$ cat config.mk
export PLATFORM = sky130hd
export DESIGN_NAME = rtc_time_to_bcd_encoder_flat
export DESIGN_NICKNAME = d
export VERILOG_FILES = /design/src/rtl/rtbe_pkg.sv /design/src/rtl/rtbe_if.sv /design/src/rtl/rtbe_ctrl.sv /design/src/rtl/rtbe_front.sv /design/src/rtl/rtbe_weekday.sv /design/src/rtl/rtbe_pack.sv /design/src/rtl/rtc_time_to_bcd_encoder.sv /design/src/flat_wrapper.sv
export SDC_FILE = /design/constraint.sdc
export NUM_CORES = 1
export LEC_CHECK = 0
export ABC_CLOCK_PERIOD_IN_PS = 14850
export BUFFER_PORTS_ARGS = -buffer_cell sky130_fd_sc_hd__buf_4
export CORE_MARGIN = 2
export CORE_UTILIZATION = 60
export CTS_CLUSTER_SIZE = 16
export DETAILED_ROUTE_END_ITERATION = 6
export PLACE_DENSITY = 0.79
export SYNTH_ARGS = -nofsm -noshare
export SYNTH_HDL_FRONTEND = slang
export SYNTH_SLANG_ARGS = --single-unit
$ cat constraint.sdc
create_clock -name clk -period 14.85 [get_ports clk]
set_clock_uncertainty 0.05 [all_clocks]
set_input_delay 2.2275 -clock clk [delete_from_list [all_inputs] [get_ports clk]]
set_output_delay 2.2275 -clock clk [all_outputs]
set_load 0.02 [all_outputs]
$ cat src/rtl/rtbe_pkg.sv
// Shared types, constants and helper functions of the RTC time to BCD encoder.
`default_nettype none

package rtbe_pkg;

  // Pipeline stages: front checks, century product, weekday sum, output register
  localparam int NUM_STAGES = 4;

  localparam int YEAR_W  = 14;
  localparam int OFFSET_W = 7;
  localparam logic [YEAR_W-1:0] BASE_YEAR_RESET = 14'd2000;

  // Field limits
  localparam logic [5:0] MAX_SECOND = 6'd59;
  localparam logic [5:0] MAX_MINUTE = 6'd59;
  localparam logic [4:0] MAX_HOUR   = 5'd23;
  localparam logic [4:0] MIN_DAY    = 5'd1;
  localparam logic [4:0] MAX_DAY    = 5'd31;
  localparam logic [3:0] MIN_MONTH  = 4'd1;
  localparam logic [3:0] MAX_MONTH  = 4'd12;
  localparam logic [13:0] YEAR_SPAN = 14'd99;

  localparam logic [3:0] JANUARY  = 4'd1;
  localparam logic [3:0] FEBRUARY = 4'd2;

  // Tens-digit masks of the clock registers
  localparam logic [3:0] TENS_MASK_SEC   = 4'h7;
  localparam logic [3:0] TENS_MASK_MIN   = 4'h7;
  localparam logic [3:0] TENS_MASK_HOUR  = 4'h3;
  localparam logic [3:0] TENS_MASK_DAY   = 4'h3;
  localparam logic [3:0] TENS_MASK_MONTH = 4'h1;
  localparam logic [3:0] TENS_MASK_YEAR  = 4'hf;

  // floor(q/25) == (q * 5243) >> 17 for q < 4096
  localparam int QUARTER_W = YEAR_W - 2;
  localparam int CENT_PROD_W = 25;
  localparam int CENT_SHIFT = 17;
  localparam int CENTURY_W = CENT_PROD_W - CENT_SHIFT;
  localparam logic [CENT_PROD_W-1:0] CENTURY_RECIP = 25'd5243;

  // Weekday partial sum (always positive, below 2^15)
  localparam int SUM_W = 15;
  localparam logic [SUM_W-1:0] MINUS_ONE_MOD7 = 15'd6;

  typedef struct packed {
    logic [NUM_STAGES-1:0] en;
    logic [NUM_STAGES-1:0] vld;
  } pipe_ctrl_t;

  typedef struct packed {
    logic                err;
    logic [5:0]          second;
    logic [5:0]          minute;
    logic [4:0]          hour;
    logic [4:0]          day;
    logic [3:0]          month;
    logic [OFFSET_W-1:0] offset;
    logic [YEAR_W-1:0]   year_adj;
    logic [2:0]          month_term;
    logic                prev_year_neg;
  } front_t;

  typedef struct packed {
    logic       error;
    logic [2:0] weekday;
    logic [7:0] second_bcd;
    logic [7:0] minute_bcd;
    logic [7:0] hour_bcd;
    logic [7:0] day_bcd;
    logic [7:0] month_bcd;
    logic [7:0] weekday_byte;
    logic [7:0] year_bcd;
  } result_t;

  // (2m + 3(m+1)/5) mod 7, with Jan/Feb as months 13/14
  function automatic logic [2:0] month_term(input logic [3:0] month);
    logic [2:0] t;
    unique case (month)
      4'd1:    t = 3'd6;
      4'd2:    t = 3'd2;
      4'd3:    t = 3'd1;
      4'd4:    t = 3'd4;
      4'd5:    t = 3'd6;
      4'd6:    t = 3'd2;
      4'd7:    t = 3'd4;
      4'd8:    t = 3'd0;
      4'd9:    t = 3'd3;
      4'd10:   t = 3'd5;
      4'd11:   t = 3'd1;
      4'd12:   t = 3'd3;
      default: t = 3'd0;
    endcase
    return t;
  endfunction

  // v / 10 as (v * 205) >> 11, exact for v < 1029
  function automatic logic [7:0] bcd_byte(input logic [6:0] v, input logic [3:0] tens_mask);
    logic [14:0] prod;
    logic [3:0]  tens;
    logic [6:0]  units;
    prod  = 15'(v) * 15'd205;
    tens  = prod[14:11];
    units = v - 7'(tens) * 7'd10;
    return {tens & tens_mask, units[3:0]};
  endfunction

  // mod 7 by folding octal digits (8 == 1 mod 7)
  function automatic logic [2:0] mod7(input logic [SUM_W-1:0] s);
    logic [5:0] f1;
    logic [3:0] f2;
    logic [3:0] f3;
    f1 = 6'(s[2:0]) + 6'(s[5:3]) + 6'(s[8:6]) + 6'(s[11:9]) + 6'(s[14:12]);
    f2 = 4'(f1[2:0]) + 4'(f1[5:3]);
    f3 = 4'(f2[2:0]) + 4'(f2[3]);
    return (f3 >= 4'd7) ? 3'(f3 - 4'd7) : f3[2:0];
  endfunction

endpackage

`default_nettype wire

$ cat src/rtl/rtbe_if.sv
// Request channel interfaces: calendar time in, packed BCD clock registers out.
`default_nettype none

interface rtbe_time_if;
  logic       valid;
  logic       ready;
  logic [5:0] second;
  logic [5:0] minute;
  logic [4:0] hour;
  logic [4:0] day_of_month;
  logic [3:0] month;
  logic [13:0] full_year;

  modport source (output valid, second, minute, hour, day_of_month, month, full_year,
                  input ready);
  modport sink (input valid, second, minute, hour, day_of_month, month, full_year,
                output ready);
endinterface

interface rtbe_bcd_if;
  logic       valid;
  logic       ready;
  logic       error;
  logic [2:0] weekday;
  logic [7:0] second_bcd;
  logic [7:0] minute_bcd;
  logic [7:0] hour_bcd;
  logic [7:0] day_bcd;
  logic [7:0] month_bcd;
  logic [7:0] weekday_byte;
  logic [7:0] year_bcd;

  modport source (output valid, error, weekday, second_bcd, minute_bcd, hour_bcd,
                  day_bcd, month_bcd, weekday_byte, year_bcd,
                  input ready);
  modport sink (input valid, error, weekday, second_bcd, minute_bcd, hour_bcd,
                day_bcd, month_bcd, weekday_byte, year_bcd,
                output ready);
endinterface

`default_nettype wire

$ cat src/rtl/rtbe_ctrl.sv
// Pipeline valid bits and per-stage advance chain (bubbles collapse).
`default_nettype none

module rtbe_ctrl
  import rtbe_pkg::*;
(
  input  wire logic       clk,
  input  wire logic       rst,
  input  wire logic       in_valid,
  input  wire logic       out_ready,
  output logic            in_ready,
  output pipe_ctrl_t      ctrl
);

  logic [NUM_STAGES-1:0] vld;
  logic [NUM_STAGES-1:0] vld_next;
  logic [NUM_STAGES:0]   adv;

  // a stage loads when it is empty or its contents move on
  always_comb begin
    adv[NUM_STAGES] = out_ready;
    for (int k = NUM_STAGES - 1; k >= 0; k--) begin
      adv[k] = !vld[k] || adv[k+1];
    end
  end

  always_comb begin
    vld_next[0] = adv[0] ? in_valid : vld[0];
    for (int k = 1; k < NUM_STAGES; k++) begin
      vld_next[k] = adv[k] ? vld[k-1] : vld[k];
    end
  end

  always_ff @(posedge clk) begin
    if (rst) begin
      vld <= '0;
    end else begin
      vld <= vld_next;
    end
  end

  assign in_ready = adv[0];
  assign ctrl.en  = adv[NUM_STAGES-1:0];
  assign ctrl.vld = vld;

endmodule

`default_nettype wire

$ cat src/rtl/rtbe_front.sv
// First stage: range checks, year offset, month/year adjustment for the weekday.
`default_nettype none

module rtbe_front
  import rtbe_pkg::*;
(
  input  wire logic              clk,
  input  wire logic              en,
  input  wire logic [YEAR_W-1:0] base_year,
  input  wire logic [5:0]        second,
  input  wire logic [5:0]        minute,
  input  wire logic [4:0]        hour,
  input  wire logic [4:0]        day_of_month,
  input  wire logic [3:0]        month,
  input  wire logic [YEAR_W-1:0] full_year,
  output front_t                 front
);

  front_t           front_next;
  logic [YEAR_W:0]  offset_w;
  logic             year_bad;
  logic             jan_feb;

  always_comb begin
    offset_w = {1'b0, full_year} - {1'b0, base_year};
    year_bad = offset_w[YEAR_W] || (offset_w[YEAR_W-1:0] > YEAR_SPAN);
    jan_feb  = (month == JANUARY) || (month == FEBRUARY);

    front_next.err = (second > MAX_SECOND) || (minute > MAX_MINUTE) || (hour > MAX_HOUR) ||
                     (day_of_month < MIN_DAY) || (day_of_month > MAX_DAY) ||
                     (month < MIN_MONTH) || (month > MAX_MONTH) || year_bad;
    front_next.second     = second;
    front_next.minute     = minute;
    front_next.hour       = hour;
    front_next.day        = day_of_month;
    front_next.month      = month;
    front_next.offset     = offset_w[OFFSET_W-1:0];
    front_next.month_term = month_term(month);
    // Jan/Feb of year zero: previous year is -1, folded in later as +6 mod 7
    front_next.prev_year_neg = jan_feb && (full_year == '0);
    if (front_next.prev_year_neg) begin
      front_next.year_adj = '0;
    end else if (jan_feb) begin
      front_next.year_adj = full_year - YEAR_W'(1);
    end else begin
      front_next.year_adj = full_year;
    end
  end

  always_ff @(posedge clk) begin
    if (en) begin
      front <= front_next;
    end
  end

endmodule

`default_nettype wire

$ cat src/rtl/rtbe_weekday.sv
// Weekday stages: century product, then the Gregorian sum; mod 7 after the sum register.
`default_nettype none

module rtbe_weekday
  import rtbe_pkg::*;
(
  input  wire logic   clk,
  input  wire logic   en_prod,
  input  wire logic   en_sum,
  input  wire front_t front,
  output logic [2:0]  weekday
);

  logic [QUARTER_W-1:0]   quarter;
  logic [CENT_PROD_W-1:0] cent_prod;
  logic [SUM_W-1:0]       year_sum;
  logic [4:0]             day_p;
  logic [2:0]             mterm_p;
  logic                   neg_p;
  logic [CENTURY_W-1:0]   century;
  logic [SUM_W-1:0]       total_next;
  logic [SUM_W-1:0]       total;

  assign quarter = front.year_adj[YEAR_W-1:2];

  always_ff @(posedge clk) begin
    if (en_prod) begin
      cent_prod <= CENT_PROD_W'(quarter) * CENTURY_RECIP;
      year_sum  <= SUM_W'(front.year_adj) + SUM_W'(quarter);
      day_p     <= front.day;
      mterm_p   <= front.month_term;
      neg_p     <= front.prev_year_neg;
    end
  end

  // y + y/4 - y/100 + y/400 + day + month term
  always_comb begin
    century    = cent_prod[CENT_PROD_W-1:CENT_SHIFT];
    total_next = year_sum - SUM_W'(century) + SUM_W'(century[CENTURY_W-1:2]) +
                 SUM_W'(day_p) + SUM_W'(mterm_p) + (neg_p ? MINUS_ONE_MOD7 : '0);
  end

  always_ff @(posedge clk) begin
    if (en_sum) begin
      total <= total_next;
    end
  end

  assign weekday = mod7(total) + 3'd1;

endmodule

`default_nettype wire

$ cat src/rtl/rtbe_pack.sv
// BCD byte packing, carried alongside the weekday stages; output register with error zeroing.
`default_nettype none

module rtbe_pack
  import rtbe_pkg::*;
(
  input  wire logic       clk,
  input  wire logic       en_prod,
  input  wire logic       en_sum,
  input  wire logic       en_out,
  input  wire front_t     front,
  input  wire logic [2:0] weekday,
  output result_t         result
);

  typedef struct packed {
    logic       err;
    logic [7:0] second_bcd;
    logic [7:0] minute_bcd;
    logic [7:0] hour_bcd;
    logic [7:0] day_bcd;
    logic [7:0] month_bcd;
    logic [7:0] year_bcd;
  } bytes_t;

  bytes_t bytes_next;
  bytes_t bytes_p;
  bytes_t bytes_s;
  result_t result_next;

  always_comb begin
    bytes_next.err        = front.err;
    bytes_next.second_bcd = bcd_byte(7'(front.second), TENS_MASK_SEC);
    bytes_next.minute_bcd = bcd_byte(7'(front.minute), TENS_MASK_MIN);
    bytes_next.hour_bcd   = bcd_byte(7'(front.hour), TENS_MASK_HOUR);
    bytes_next.day_bcd    = bcd_byte(7'(front.day), TENS_MASK_DAY);
    bytes_next.month_bcd  = bcd_byte(7'(front.month), TENS_MASK_MONTH);
    bytes_next.year_bcd   = bcd_byte(front.offset, TENS_MASK_YEAR);
  end

  always_comb begin
    if (bytes_s.err) begin
      result_next       = '0;
      result_next.error = 1'b1;
    end else begin
      result_next.error        = 1'b0;
      result_next.weekday      = weekday;
      result_next.second_bcd   = bytes_s.second_bcd;
      result_next.minute_bcd   = bytes_s.minute_bcd;
      result_next.hour_bcd     = bytes_s.hour_bcd;
      result_next.day_bcd      = bytes_s.day_bcd;
      result_next.month_bcd    = bytes_s.month_bcd;
      result_next.weekday_byte = {5'b0, weekday};
      result_next.year_bcd     = bytes_s.year_bcd;
    end
  end

  always_ff @(posedge clk) begin
    if (en_prod) begin
      bytes_p <= bytes_next;
    end
    if (en_sum) begin
      bytes_s <= bytes_p;
    end
    if (en_out) begin
      result <= result_next;
    end
  end

endmodule

`default_nettype wire

$ cat src/rtl/rtc_time_to_bcd_encoder.sv
// Each request is registered in turn by the front, product, sum and output stages.
// Throughput: one request per cycle unless stalled; each stage advances when empty or when
//   it drains, so a stalled output only blocks intake once all four stages hold requests.
// The depth is set by the y/100 reciprocal multiply and the weekday sum feeding mod 7.
// Reset (rst, synchronous, active high) empties the pipeline and sets base_year to 2000.
`default_nettype none

module rtc_time_to_bcd_encoder
  import rtbe_pkg::*;
(
  input  wire logic              clk,
  input  wire logic              rst,
  input  wire logic              cfg_we,
  input  wire logic [YEAR_W-1:0] cfg_wdata,
  rtbe_time_if.sink              time_chan,
  rtbe_bcd_if.source             reg_chan
);

  // Stage map: 0 front checks, 1 century product + BCD, 2 weekday sum, 3 output register
  localparam int ST_FRONT = 0;
  localparam int ST_PROD  = 1;
  localparam int ST_SUM   = 2;
  localparam int ST_OUT   = 3;

  logic [YEAR_W-1:0] base_year;
  pipe_ctrl_t        ctrl;
  front_t            front;
  logic [2:0]        weekday;
  result_t           result;

  // Base year register; the user must write it only while the block is idle; the block does not enforce this
  always_ff @(posedge clk) begin
    if (rst) begin
      base_year <= BASE_YEAR_RESET;
    end else if (cfg_we) begin
      base_year <= cfg_wdata;
    end
  end

  rtbe_ctrl u_ctrl (
    .clk       (clk),
    .rst       (rst),
    .in_valid  (time_chan.valid),
    .out_ready (reg_chan.ready),
    .in_ready  (time_chan.ready),
    .ctrl      (ctrl)
  );

  // Range checks and year offset are settled in the first stage
  rtbe_front u_front (
    .clk          (clk),
    .en           (ctrl.en[ST_FRONT]),
    .base_year    (base_year),
    .second       (time_chan.second),
    .minute       (time_chan.minute),
    .hour         (time_chan.hour),
    .day_of_month (time_chan.day_of_month),
    .month        (time_chan.month),
    .full_year    (time_chan.full_year),
    .front        (front)
  );

  // Weekday: y/100 by reciprocal multiply, then the summed terms, mod 7 by digit folding
  rtbe_weekday u_weekday (
    .clk     (clk),
    .en_prod (ctrl.en[ST_PROD]),
    .en_sum  (ctrl.en[ST_SUM]),
    .front   (front),
    .weekday (weekday)
  );

  // BCD bytes travel in step with the weekday; error zeroes everything at the output
  rtbe_pack u_pack (
    .clk     (clk),
    .en_prod (ctrl.en[ST_PROD]),
    .en_sum  (ctrl.en[ST_SUM]),
    .en_out  (ctrl.en[ST_OUT]),
    .front   (front),
    .weekday (weekday),
    .result  (result)
  );

  assign reg_chan.valid        = ctrl.vld[ST_OUT];
  assign reg_chan.error        = result.error;
  assign reg_chan.weekday      = result.weekday;
  assign reg_chan.second_bcd   = result.second_bcd;
  assign reg_chan.minute_bcd   = result.minute_bcd;
  assign reg_chan.hour_bcd     = result.hour_bcd;
  assign reg_chan.day_bcd      = result.day_bcd;
  assign reg_chan.month_bcd    = result.month_bcd;
  assign reg_chan.weekday_byte = result.weekday_byte;
  assign reg_chan.year_bcd     = result.year_bcd;

  // Pipeline comes out of reset empty
  a_reset_empty: assert property (@(posedge clk) rst |=> !reg_chan.valid)
    else $error("result valid right after reset");

  // An empty output register means every stage can move, so intake is open
  a_no_false_stall: assert property (@(posedge clk) disable iff (rst)
    !reg_chan.valid |-> time_chan.ready)
    else $error("request stalled with empty output register");

  // A good result always carries a weekday 1..7
  a_weekday_range: assert property (@(posedge clk) disable iff (rst)
    (reg_chan.valid && !reg_chan.error) |-> (reg_chan.weekday != 3'd0))
    else $error("weekday zero on a good result");

  // Error results carry all-zero bytes
  a_error_zero: assert property (@(posedge clk) disable iff (rst)
    (reg_chan.valid && reg_chan.error) |->
      (reg_chan.weekday == 3'd0) && (reg_chan.second_bcd == 8'd0) &&
      (reg_chan.year_bcd == 8'd0) && (reg_chan.weekday_byte == 8'd0))
    else $error("error result with nonzero bytes");

endmodule

`default_nettype wire
$ cat src/flat_wrapper.sv
// flat-port wrapper written by rule: the top's interface ports become plain ports
module rtc_time_to_bcd_encoder_flat import rtbe_pkg::*;
  (clk, rst, cfg_we, cfg_wdata, time_chan_valid, time_chan_second, time_chan_minute, time_chan_hour, time_chan_day_of_month, time_chan_month, time_chan_full_year, time_chan_ready, reg_chan_valid, reg_chan_error, reg_chan_weekday, reg_chan_second_bcd, reg_chan_minute_bcd, reg_chan_hour_bcd, reg_chan_day_bcd, reg_chan_month_bcd, reg_chan_weekday_byte, reg_chan_year_bcd, reg_chan_ready);
  rtbe_time_if time_chan_i ();
  rtbe_bcd_if reg_chan_i ();
  input  wire logic clk;
  input  wire logic rst;
  input  wire logic cfg_we;
  input  wire logic [YEAR_W-1:0] cfg_wdata;
  input wire logic [$bits(time_chan_i.valid)-1:0] time_chan_valid;
  input wire logic [$bits(time_chan_i.second)-1:0] time_chan_second;
  input wire logic [$bits(time_chan_i.minute)-1:0] time_chan_minute;
  input wire logic [$bits(time_chan_i.hour)-1:0] time_chan_hour;
  input wire logic [$bits(time_chan_i.day_of_month)-1:0] time_chan_day_of_month;
  input wire logic [$bits(time_chan_i.month)-1:0] time_chan_month;
  input wire logic [$bits(time_chan_i.full_year)-1:0] time_chan_full_year;
  output wire logic [$bits(time_chan_i.ready)-1:0] time_chan_ready;
  output wire logic [$bits(reg_chan_i.valid)-1:0] reg_chan_valid;
  output wire logic [$bits(reg_chan_i.error)-1:0] reg_chan_error;
  output wire logic [$bits(reg_chan_i.weekday)-1:0] reg_chan_weekday;
  output wire logic [$bits(reg_chan_i.second_bcd)-1:0] reg_chan_second_bcd;
  output wire logic [$bits(reg_chan_i.minute_bcd)-1:0] reg_chan_minute_bcd;
  output wire logic [$bits(reg_chan_i.hour_bcd)-1:0] reg_chan_hour_bcd;
  output wire logic [$bits(reg_chan_i.day_bcd)-1:0] reg_chan_day_bcd;
  output wire logic [$bits(reg_chan_i.month_bcd)-1:0] reg_chan_month_bcd;
  output wire logic [$bits(reg_chan_i.weekday_byte)-1:0] reg_chan_weekday_byte;
  output wire logic [$bits(reg_chan_i.year_bcd)-1:0] reg_chan_year_bcd;
  input wire logic [$bits(reg_chan_i.ready)-1:0] reg_chan_ready;
  assign time_chan_i.valid = time_chan_valid;
  assign time_chan_i.second = time_chan_second;
  assign time_chan_i.minute = time_chan_minute;
  assign time_chan_i.hour = time_chan_hour;
  assign time_chan_i.day_of_month = time_chan_day_of_month;
  assign time_chan_i.month = time_chan_month;
  assign time_chan_i.full_year = time_chan_full_year;
  assign time_chan_ready = time_chan_i.ready;
  assign reg_chan_valid = reg_chan_i.valid;
  assign reg_chan_error = reg_chan_i.error;
  assign reg_chan_weekday = reg_chan_i.weekday;
  assign reg_chan_second_bcd = reg_chan_i.second_bcd;
  assign reg_chan_minute_bcd = reg_chan_i.minute_bcd;
  assign reg_chan_hour_bcd = reg_chan_i.hour_bcd;
  assign reg_chan_day_bcd = reg_chan_i.day_bcd;
  assign reg_chan_month_bcd = reg_chan_i.month_bcd;
  assign reg_chan_weekday_byte = reg_chan_i.weekday_byte;
  assign reg_chan_year_bcd = reg_chan_i.year_bcd;
  assign reg_chan_i.ready = reg_chan_ready;
  rtc_time_to_bcd_encoder u_core (.clk(clk), .rst(rst), .cfg_we(cfg_we), .cfg_wdata(cfg_wdata), .time_chan(time_chan_i), .reg_chan(reg_chan_i));
endmodule
# Word level (Yosys, flattened, before mapping)
# Memories as Yosys holds them, arrays and structs flattened. A register that Yosys moved wholly into a read port is not among the register bits.
# Index checks and enable logic that the tools add are counted.
[word_totals]
output_inout_bits = 62
mem_bits_rw = 0
mem_bits_ro = 48
latchBits = 0
word_cells = 113
reg_bits = 259
n_memories = 1
[mem_list]
columns = ["memory", "depth", "word_bits", "read_ports", "rd_clocked_by_memory_dff", "write_ports", "line_no", "rtl"]
rows = [
  ["(no name shown)", 16, 3, 1, 1, 0, "rtbe_pkg.sv:78", "unique case (month)"],
]
[classes]
n_addsub = 22
magnitude_cmp = 9
n_bitwise = 0
div = 0
n_mux = 4
mul = 13
n_reduce_logical = 19
n_eq_ne = 2
shift = 0
[op_table]
columns = ["operator", "n"]
rows = [
  ["2-to-1 mux 60 bit", 1],
  ["adder 15 x 3 -> 15 bit", 2],
  ["multiplier 6 x 8 -> 14 bit (second input constant)", 2],
  ["multiplier 5 x 8 -> 13 bit (second input constant)", 2],
  ["multiplier 12 x 13 -> 25 bit (second input constant)", 1],
  ["subtractor 4 bit", 6],
  ["adder 14 x 12 -> 15 bit", 1],
  ["adder 15 x 5 -> 15 bit", 1],
  ["adder 15 x 6 -> 15 bit", 1],
  ["multiplier 7 x 8 -> 15 bit (second input constant)", 1],
  ["subtractor 14 x 14 -> 15 bit", 1],
  ["subtractor 15 x 8 -> 15 bit", 1],
  ["> comparator 14 x 7 -> 1 bit (second input constant)", 1],
  ["zero test 14 bit", 1],
  ["2-to-1 mux 14 bit", 1],
  ["subtractor 14 x 1 -> 14 bit (second input constant)", 1],
  ["logical OR 1 bit", 13],
  ["> comparator 6 bit (second input constant)", 2],
  ["multiplier 4 x 8 -> 12 bit (second input constant)", 1],
  ["> comparator 5 bit (second input constant)", 2],
  ["adder 3 x 3 -> 4 bit", 2],
  ["adder 5 x 3 -> 6 bit", 1],
  ["adder 6 x 3 -> 6 bit", 1],
  ["multiplier 2 x 3 -> 3 bit (second input constant)", 2],
  ["16 further kinds", 21],
]

# Depth between registers and ports, before layout
# Gate-level depths: netlist of the first run.
[logic_depth]
word_depth = 10
mapped_depth = 21
mapped_depth_nobuf = 21

# Hierarchy
# Synthesis of the first run repeated with hierarchy kept, for this count alone.
[hier_totals]
cells_unflattened = 1457
area_unflattened_um2 = 17541.8
[by_module_without_submodules]
columns = ["module", "n_inst", "cells_each", "area_each_um2", "seq_area_each_um2"]
rows = [
  ["rtbe_pack", 1, 587, 7806.2, 3693.5],
  ["rtbe_weekday", 1, 565, 6207.2, 1411.4],
  ["rtbe_front", 1, 243, 2840.2, 1561.5],
  ["rtc_time_to_bcd_encoder", 1, 45, 520.5, 280.3],
  ["rtbe_ctrl", 1, 17, 167.7, 80.1],
]

# Least setup slack after synthesis of the first run
# Ideal clock, no wire load.
[synth_path]
path_kind = "input port to output port"
from = "in reg_chan_ready"
to = "out time_chan_ready"
arrival_ps = 3746
path_buffers = 0
t_required_ps = 12573
stages = 3
path_slack_ps = 8827
path_cell_list = "nor2b_1 and3_1 nand2_1"
[synth_via]
elab_chain_cells = 4
[synth_rtl]
columns = ["element", "line_no", "rtl"]
rows = [
  ["start: declaration", "flat_wrapper.sv:28", "input wire logic [$bits(reg_chan_i.ready)-1:0] reg_chan_ready;"],
  ["logical OR 1 bit (4 in series)", "rtbe_ctrl.sv:23", "adv[k] = !vld[k] || adv[k+1];"],
  ["end: declaration", "flat_wrapper.sv:17", "output wire logic [$bits(time_chan_i.ready)-1:0] time_chan_ready;"],
]
# No other way between the ends.

# Worst setup path in the final report of the first run
[layout_path]
from = "reg u_core.u_weekday.total[2]"
to = "reg, netlist name u_core.u_pack.result[9]"
[layout_via]
elab_chain_cells = 9
word_cells_on_any_way = 10
[layout_rtl]
columns = ["element", "line_no", "rtl"]
rows = [
  ["start: declaration", "rtbe_weekday.sv:22", "logic [SUM_W-1:0] total;"],
  ["start signal: assignment", "rtbe_weekday.sv:45", "total <= total_next;"],
  ["adder 3 x 3 -> 4 bit *", "rtbe_pkg.sv:112", "f1 = 6'(s[2:0]) + 6'(s[5:3]) + 6'(s[8:6]) + 6'(s[11:9]) + 6'(s[14:12]);"],
  ["adder 4 x 3 -> 5 bit *", "rtbe_pkg.sv:112", ""],
  ["adder 5 x 3 -> 6 bit *", "rtbe_pkg.sv:112", ""],
  ["adder 6 x 3 -> 6 bit *", "rtbe_pkg.sv:112", ""],
  ["adder 3 x 3 -> 4 bit *", "rtbe_pkg.sv:113", "f2 = 4'(f1[2:0]) + 4'(f1[5:3]);"],
  ["adder 3 x 1 -> 4 bit *", "rtbe_pkg.sv:114", "f3 = 4'(f2[2:0]) + 4'(f2[3]);"],
  ["greater-or-equal comparator 4 x 3 -> 1 bit or subtractor 3 bit (tied branches)", "rtbe_pkg.sv:115", "return (f3 >= 4'd7) ? 3'(f3 - 4'd7) : f3[2:0];"],
  ["2-to-1 mux 3 bit *", "rtbe_pkg.sv:115", ""],
  ["adder 3 x 1 -> 3 bit *", "rtbe_weekday.sv:49", "assign weekday = mod7(total) + 3'd1;"],
  ["named net u_core.u_pack.weekday[1]", "rtbe_pack.sv:12", "input wire logic [2:0] weekday,"],
]
# Mark *: on every way through the listed nets, which the timed path passes. The rest lies on a longest branch.
# A chain may end at the register's enable or synchronous reset.

==> results.yml, run 1 <==
timing:
  fin_ws_ns: 9.259
  setup_tns_ns: 0
  fin_crit_sh_pct: 37.65
  slew_violations: 0
  max_slew_margin_pct: 36.07
  setup_viol: 0
  tightest_slew_ns: 0.9590
  grt_setup_unrepaired: "no"
  fmax_mhz: 178.9
  finalCriticalPeriod_ns: 5.591
  hold_viol_final: 0
layout:
  postLayoutCellArea_sq_um: 19530
  multiInputGateArea_sq_um: 9301
  drive_above_1_share_pct: 10.77
  final_common_cell: "ha_1"
  nets: 2051
  n_fill_cell: 2018
  regArea_sq_um: 6997
  synthToLayoutAreaGrowth_pct: 12.22
  layout_common_cells: "ha_1 (301), inv_1 (261), edfxtp_1 (221)"
setup_path:
  arrival_ns: 5.81
  worstSetupStartpointType: "flop"
  critPathMaxFanout: 5
  worstPathRequired_ns: 15.06
  critPathKind: "flop to flop"
  end_kind: "flop"
clock_tree:
  cts_sinks: 239
  tritoncts: "done"
  cts_resized: 0
  holdBufCountCts: 0
  cts_buffer_depth: 3
  post_cts.repair.setup_buffers: 0
  cts_buffers: 27
  clkSlewWorstSetupHoldPaths_ns: 0.06
  root_buffer: "clkbuf_16"
  clock_latency_ns: 0.53
  htreeDepth: 1
status:
  status: "completed"
synth:
  ys.warnings.count: 0
  synth-main-ff-cell: "edfxtp_1"
  syn-mean-instance-area_sq_um: 11.92
  synth_cells: 1460
  ys_types: 62
  async_flop_share_pct: 0
  ys_ff_latch: 239
  synth_area_sq_um: 17400
  synth_edf_count: 221
  ys_seq_area_share_pct: 40.21
floorplan:
  start_util_pct: 60.79
  dieArea_sq_um: 30380
  die_w_um: 174.3
  die_h_um: 174.3
  rows: 62
  io-pin-count: 121
  coreArea_sq_um: 28630
global_route:
  gr-total-overflow: 0
  antenna_found_initial: 4
  grt_pass1_vias: 11222
  grt_max_degree: 72
  grt_pass1_wl_um: 53000
  grt_usage_pct: 21.49
routing:
  antenna_left: 0
  drcViolationCount: 0
  firstDrtPassIters: 5
  vias: 10830
  wirelength_um: 31440
  drt_iter0_drc: 649
  routedWlPerCell_um: 15.76
  vias_per_cell: 5.429
place:
  detailedPlace.worstSlack_ns: 9.255
  portBuffers: 106
  gp_congestion: 0.9141
  dp_hpwl_um: 24440
  placed_area_sq_um: 18610
flow_run:
  drv_cap: 0
hold_path:
  hold_class: "flop to flop"
-- Yosys cell counts, types with 4 or more instances --
library cell	instances	area share [%]
a211oi_1	14	0.60
nand3b_1	4	0.17
a311oi_1	4	0.20
a41o_1	4	0.23
ha_1	301	22
nand3_1	10	0.29
o21ai_0	45	1.3
a21o_1	14	0.60
o21a_1	8	0.35
or2_2	9	0.32
o211ai_1	8	0.35
nor2_1	61	1.3
nand4_1	7	0.25
o31ai_1	5	0.22
nand2b_1	8	0.29
and2_1	4	0.14
fa_1	105	12
nor2b_1	51	1.8
mux2i_1	15	0.86
a21oi_1	49	1.4
clkbuf_1	9	0.19
nor4_1	4	0.14
nor3_1	16	0.46
and3_1	4	0.14
inv_1	263	5.7
or4_1	4	0.17
nand2_1	34	0.73
xnor2_1	51	2.6
a31oi_1	8	0.29
dfxtp_1	18	2.1
a41oi_1	4	0.20
edfxtp_1	221	38
buf_4	17	0.73
or3_1	7	0.25
xor2_1	30	1.5
-- per-layer routing --
layer / track usage [%] / share of wire (%) / up-vias
met5: 0 / 0 / -
met1: 27.63 / 43 / 5204
met4: 7.038 / 3.0 / 0
met3: 3.521 / 5.2 / 56
li1: - / - / 5302
met2: 37.22 / 49 / 268
-- path summary, 6_finish.rpt --
kind | from | to | slack, ns | depth (start not counted)
setup / recovery | u_core.u_weekday.total[2] | u_core.u_pack.result[9] | 9.26 | 18
hold / removal | u_core.u_pack.bytes_p[9] | u_core.u_pack.bytes_s[9] | 0.37 | 0
hold reg to reg | u_core.u_pack.bytes_p[9] | u_core.u_pack.bytes_s[9] | 0.37 | 0
setup reg to reg | u_core.u_weekday.total[2] | u_core.u_pack.result[9] | 9.26 | 18
-- kinds of logic (layout without fill, tap and decap cells) --
logic type	Yosys count	after routing	synth area share [%]
AOI/OAI and AO/OA	193	193	7.233
muxes	17	17	0.9922
adders and majority gates	406	406	33.72
and+or+nand+nor	231	231	6.967
other	1	18	0.02155
xor gates and xnor gates	82	82	4.206
DFF	239	239	40.21
buffers and inverters	291	425	6.651
-- area by class of cell --
type / count / area share, %
multi-input cells: 943 / 47.63
clock buffers: 29 / 3.498
inverters: 263 / 5.055
clock inverters: 21 / 1.172
flip-flops and latches: 239 / 35.83
diodes: 4 / 0.05126
repair buffers: 112 / 4.305
well taps: 384 / 2.460
-- sequential cells by signal, summed over array words and instances (netlist names), 8 cells and up --
| signal | cells |
|---|---|
| u_core.base_year | 14 |
| u_core.u_front.front | 52 |
| u_core.u_pack.bytes_p | 39 |
| u_core.u_pack.bytes_s | 40 |
| u_core.u_pack.result | 43 |
| u_core.u_weekday.cent_prod | 8 |
| u_core.u_weekday.total | 15 |
| u_core.u_weekday.year_sum | 15 |
-- metrics by stage --
step	cells	utilization (%)	hold WS [ns]
final	1995	68.22	0.3687
after CTS	1991	68.19	0.3692
after detailed placement	1941	65.00	0.3545
after floorplan	1473	-	0.3503
after global routing	1993	68.21	0.3720
after global placement	1941	65.00	0.3509
-- critical path: stages (launching register included) --
cell and delay [ns]:
edfxtp_1 0.40, fa_1 0.57, fa_1 0.45, fa_1 0.53, ha_1 0.33, a21o_1 0.17, a21oi_1 0.17, xnor2_1 0.20
ha_1 0.30, a21o_1 0.16, a21o_1 0.17, ha_1 0.22, ha_1 0.30, ha_1 0.22, a22oi_1 0.09, a21oi_1 0.23
mux2_2 0.37, ha_1 0.26, nor2b_1 0.13
Power of run 1 is not shown: default switching activity piles up to over one toggle a cycle in this logic, so the estimate is an artifact.
==> inputs of run 2 (changes only) <==
ABC_CLOCK_PERIOD_IN_PS = 4500   (was 14850)
CORE_UTILIZATION = 56   (was 60)
PLACE_DENSITY = 0.78   (was 0.79)
clock period = 4.5 ns   (was 14.85 ns; I/O delays follow)
==> results.yml, run 2 (synthesis results as in run 1) <==
status:
  status: "finished, violations left"
  violations: "negative setup slack"
setup_path:
  critPathMaxFanout: 3
  critPathMaxStageDelay_ns: 0.57
  end_kind: "flop"
  worstSetupStartpointType: "flop"
  worst_path_max_delay_cell: "fa_1"
  arrival_ns: 5.29
  cp_cell_sequence: "fa_1 > fa_1 > fa_1 > ha_1 > a21o_1 > a21oi_2 > xnor2_2 > buf_4 > buf_4 > fa_1 > ha_4 > ha_4 > a22oi_2 > a21oi_2 > mux2_4 > ha_4 > nor2b_1"
  worstPathRequired_ns: 4.72
  critPathKind: "flop to flop"
  cp_common_cell: "fa_1"
routing:
  highest_layer: "met4"
  drcViolationCount: 0
  drt_iter0_drc: 501
  vias: 11226
  vias_per_cell: 5.374
  routedWlPerCell_um: 16.14
  dr_wl_met2_um: 17270
  firstDrtPassIters: 5
  wirelength_um: 33720
  drt-met1-wl_um: 14230
  antenna_left: 0
  wl_met3_um: 1386
clock_tree:
  cts_buffers: 26
  cts_sinks: 239
  holdBufCountCts: 0
  clock_latency_ns: 0.52
  tritoncts: "done"
  htreeDepth: 1
  cts_buffer_depth: 3
  root_buffer: "clkbuf_16"
  clkSlewWorstSetupHoldPaths_ns: 0.06
timing:
  tightest_slew_ns: 0.9151
  finalCriticalPeriod_ns: 5.070
  grt_setup_unrepaired: "yes"
  whs_ns: 0.2724
  fmax_mhz: 197.2
  hold_viol_final: 0
  fin_ws_ns: -0.5698
  setup_viol: 11
  max_slew_margin_pct: 38.35
  slew_violations: 0
  fin_crit_sh_pct: 112.7
floorplan:
  die_w_um: 180.3
  io-pin-count: 121
  dieArea_sq_um: 32500
  coreArea_sq_um: 30590
  start_util_pct: 56.89
  die_h_um: 180.3
  rows: 64
layout:
  num_antenna_cells: 0
  stdcell_count: 2089
  drive_above_1_share_pct: 20.08
  top_register: "u_core.u_front.front"
  nets: 2140
  layout_common_cells: "ha_1 (279), inv_1 (249), edfxtp_1 (221)"
  reg.largest.list: "u_core.u_front.front: 52 flops, u_core.u_pack.result: 43 flops, u_core.u_pack.bytes_s: 40 flops"
  synthToLayoutAreaGrowth_pct: 19.19
  largest_reg_flops: 52
  final_common_cell: "ha_1"
place:
  portBuffers: 106
  dp_hpwl_um: 25830
  gp_congestion: 0.8968
  post-place-cells: 2018
global_route:
  grt_max_degree: 53
  antenna_found_initial: 0
  grt_usage_pct: 20.51
  grt_pass1_vias: 11670
  gr-total-overflow: 0
  grt_pass1_wl_um: 55110
flow_run:
  drv_cap: 0
hold_path:
  hold_class: "primary input to flop"
==> run 2: worst max-delay path: cells and delay by family (launching register included) <==
family                     cells  cell delay (ns)
buffers and inverters          2             0.25
adders and majority gates      8             2.98
muxes                          1             0.33
and+or+nand+nor                1             0.12
DFF                            1             0.41
AOI/OAI and AO/OA              4             0.57
xor gates and xnor gates       1             0.10
==> run 2: worst paths after layout <==
path                                                start                  endpoint  slack, ns  cells past startpoint
worst min-delay path                  time_chan_minute[0]  u_core.u_front.front[39]       0.27                      1
worst max register to register  u_core.u_weekday.total[8]   u_core.u_pack.result[9]      -0.57                     17
worst min register to register   u_core.u_pack.bytes_p[3]  u_core.u_pack.bytes_s[3]       0.36                      0
worst max-delay path            u_core.u_weekday.total[8]   u_core.u_pack.result[9]      -0.57                     17
==> run 2: layer usage <==
metal,track usage (%),vias to the layer above
li1,-,5466
met1,25.89,5467
met2,37.18,236
met3,2.769,57
met4,5.226,0
met5,0,-
==> run 2: per-stage QoR <==
| stage | TNS [ns] | instance area, sq um | worst slack (ns) | util, % |
|---|---|---|---|---|
| CTS | -2.510 | 20450 | -0.6145 | 66.85 |
| finish | -2.791 | 20740 | -0.5698 | 67.81 |
| detailed placement | -3.541 | 19280 | -0.6785 | 63.02 |
| global route | -4.632 | 20740 | -0.7591 | 67.81 |
| global placement | -2.328 | 19280 | -0.4199 | 63.02 |
| floorplan | -1.633 | 17620 | -0.4254 | - |
==> run 2: layout make-up <==
class / instances / area, sq um
Tap cell: 396 / 495.5
Sequential cell: 239 / 6997
Clock buffer: 29 / 683.2
Clock inverter: 17 / 163.9
Multi-Input combinational cell: 943 / 9861
Fill cell: 2131 / 9848
Inverter: 263 / 987.2
Timing Repair Buffer: 202 / 1554
==> run 2: timing repair <==
| action | CTS | global route |
|---|---|---|
| setup buffers | 12 | 15 |
| cloned | 0 | 0 |
| pin swaps | 43 | 24 |
| gates resized for setup | 45 | 36 |
| setup endpoints to repair | 12 | 15 |
Power of run 2 is left out for the same reason.
==> inputs of run 3 (changes only) <==
ABC_AREA = 1   (was unset)
==> results.yml, run 3 <==
setup_path:
  end_kind: "flop"
  critPathKind: "flop to flop"
  worstSetupStartpointType: "flop"
  r2r-end: "u_core.u_pack.result[10]"
  crit_start: "u_core.u_weekday.total[4]"
  critPathMaxFanout: 2
  arrival_ns: 5.27
  r2r_cells: 19
  worstPathRequired_ns: 4.71
  endpoint: "u_core.u_pack.result[10]"
  r2r_slack_ns: -0.56
  timing.rr.start: "u_core.u_weekday.total[4]"
status:
  violations: "negative setup slack"
  status: "finished, violations left"
layout:
  final_common_cell: "inv_1"
  stdcell_count: 2436
  largest_reg_flops: 52
  utilization_pct: 66.41
  layout_common_cells: "inv_1 (377), ha_1 (273), edfxtp_1 (221)"
  reg.largest.list: "u_core.u_front.front: 52 flops, u_core.u_pack.result: 43 flops, u_core.u_pack.bytes_s: 40 flops"
  top_register: "u_core.u_front.front"
  synthToLayoutAreaGrowth_pct: 17.82
  drive_above_1_share_pct: 17.47
  nets: 2437
timing:
  setup_viol: 7
  grt_setup_unrepaired: "yes"
  fin_crit_sh_pct: 112.4
  whs_ns: 0.2609
  hold_viol_final: 0
  max_slew_margin_pct: 31.20
  fmax_mhz: 197.7
  fin_ws_ns: -0.5569
  tightest_slew_ns: 1.032
  finalCriticalPeriod_ns: 5.057
  slew_violations: 0
routing:
  firstDrtPassIters: 6
  vias: 12746
  wirelength_um: 39140
  routedWlPerCell_um: 16.07
  vias_per_cell: 5.232
  antenna_left: 0
  drt_iter0_drc: 681
  drcViolationCount: 0
clock_tree:
  root_buffer: "clkbuf_16"
  htreeDepth: 1
  cts_buffer_depth: 3
  cts_buffers: 26
  clock_latency_ns: 0.54
  cts_sinks: 239
  tritoncts: "done"
  clkSlewWorstSetupHoldPaths_ns: 0.06
synth:
  synthTopCellsByArea: "edfxtp_1 (36%), ha_1 (21%), fa_1 (12%)"
  synth_cells: 1786
  async_flop_share_pct: 0
  synth.top_cell.area_share_pct: 36.46
  synth-simple-area-share_pct: 11.40
  synth_most_common_cell: "inv_1"
  synth_area_sq_um: 18200
  synth.cells.most_frequent: "inv_1 (397), ha_1 (301), edfxtp_1 (221), nand2_1 (221), nor2_1 (124)"
  synth_xor_area_share_pct: 3.375
  synth_fa_ha_area_share_pct: 32.24
  muxShareOfSynthArea_pct: 0.06187
  ys_types: 51
  ys_seq_area_share_pct: 38.44
  synth_edf_count: 221
  synth-compound-area-share_pct: 5.314
  syn-mean-instance-area_sq_um: 10.19
  ys_ff_latch: 239
  ys.warnings.count: 0
  synth-main-ff-cell: "edfxtp_1"
  synth_top_family_by_area: "adder cells"
  yosys.area.top_type: "edfxtp_1"
floorplan:
  die_w_um: 184.3
  io-pin-count: 121
  dieArea_sq_um: 33960
  coreArea_sq_um: 32290
  start_util_pct: 56.37
  rows: 66
  die_h_um: 184.3
global_route:
  grt_usage_pct: 23.25
  antenna_found_initial: 1
  grt_pass1_vias: 13299
  grt_pass1_wl_um: 63220
  grt_max_degree: 57
  gr-total-overflow: 0
place:
  portBuffers: 106
  post-place-cells: 2364
  gp_congestion: 0.9246
  dp_hpwl_um: 29450
flow_run:
  drv_cap: 0
hold_path:
  hold_class: "primary input to flop"
run 3: cell types whose count changed after synthesis, moves of 8 or more:
cell,previous run,this run
a211oi_1,14,5
a21oi_1,49,79
inv_1,263,397
mux2i_1,15,0
nand2_1,34,221
nand2b_1,8,0
nand3_1,10,64
nand4_1,7,19
nor2_1,61,124
nor2b_1,51,0
xnor2_1,51,23
xor2_1,30,42
run 3: how the worst min path moves through the flow:
stage,startpoint,to,slack [ns],cells past startpoint
floorplan,u_core.u_front.front[51],u_core.u_pack.bytes_p[48],0.35,0
global placement,u_core.u_pack.bytes_p[41],u_core.u_pack.bytes_s[41],0.35,0
detailed placement,u_core.u_pack.bytes_p[27],u_core.u_pack.bytes_s[27],0.35,0
CTS,time_chan_hour[1],u_core.u_front.front[35],0.25,1
global route,time_chan_hour[1],u_core.u_front.front[35],0.25,1
finish,time_chan_hour[1],u_core.u_front.front[35],0.26,1
run 3: routing by layer:
layer | up-vias | wire length (um) | GRT usage, %
li1 | 6196 | - | -
met1 | 6083 | 15660 | 28.11
met2 | 373 | 20280 | 42.63
met3 | 94 | 2036 | 3.458
met4 | 0 | 1169 | 7.392
met5 | - | 0 | 0
run 3: cells by family (layout without fill, tap and decap cells):
logic type / Yosys count / after routing
compound gates: 171 / 171
xor+xnor: 67 / 67
fa+ha+maj: 406 / 406
buf+inv: 425 / 618
flops: 239 / 239
mux: 1 / 1
other cells: 1 / 16
simple gates: 476 / 476
run 3: area by class of cell:
cell class | count | area [sq um]
Fill cell | 2331 | 10850
Inverter | 398 | 1504
Antenna cell | 2 | 5.005
Timing Repair Buffer | 172 | 1343
Sequential cell | 239 | 6997
Clock buffer | 33 | 698.2
Tap cell | 442 | 553.0
Clock inverter | 15 | 133.9
Multi-Input combinational cell | 1135 | 10210
run 3: critical path, cell delays in order (launching register included):
cell and delay (ns):
edfxtp_1 0.35, inv_2 0.04, fa_1 0.49, fa_1 0.52, inv_1 0.05, fa_1 0.45
ha_2 0.20, fa_2 0.35, xor2_1 0.15, ha_2 0.20, fa_1 0.51, ha_4 0.31
ha_4 0.11, inv_2 0.03, or2_4 0.24, nand2_4 0.09, mux2_4 0.31, ha_4 0.16
a21oi_2 0.11, nor3_2 0.06
run 3: metrics by stage:
| step | TNS (ns) | setup WS [ns] | area (sq um) |
|---|---|---|---|
| after global placement | -1.390 | -0.4657 | 19890 |
| after CTS | -1.380 | -0.5378 | 20950 |
| final | -1.571 | -0.5569 | 21440 |
| after global routing | -3.321 | -0.7219 | 21440 |
| after detailed placement | -2.286 | -0.5856 | 19890 |
| after floorplan | -0.7985 | -0.3967 | 18360 |
run 3: what timing repair did:
| item | in CTS | in global routing |
|---|---|---|
| cloned | 0 | 0 |
| buffers inserted | 8 | 14 |
| endpoints found under the setup margin | 11 | 13 |
| pin swaps | 37 | 66 |
| gates resized for setup | 33 | 84 |
| hold buffers | 0 | 0 |
Power of run 3 is left out for the same reason.
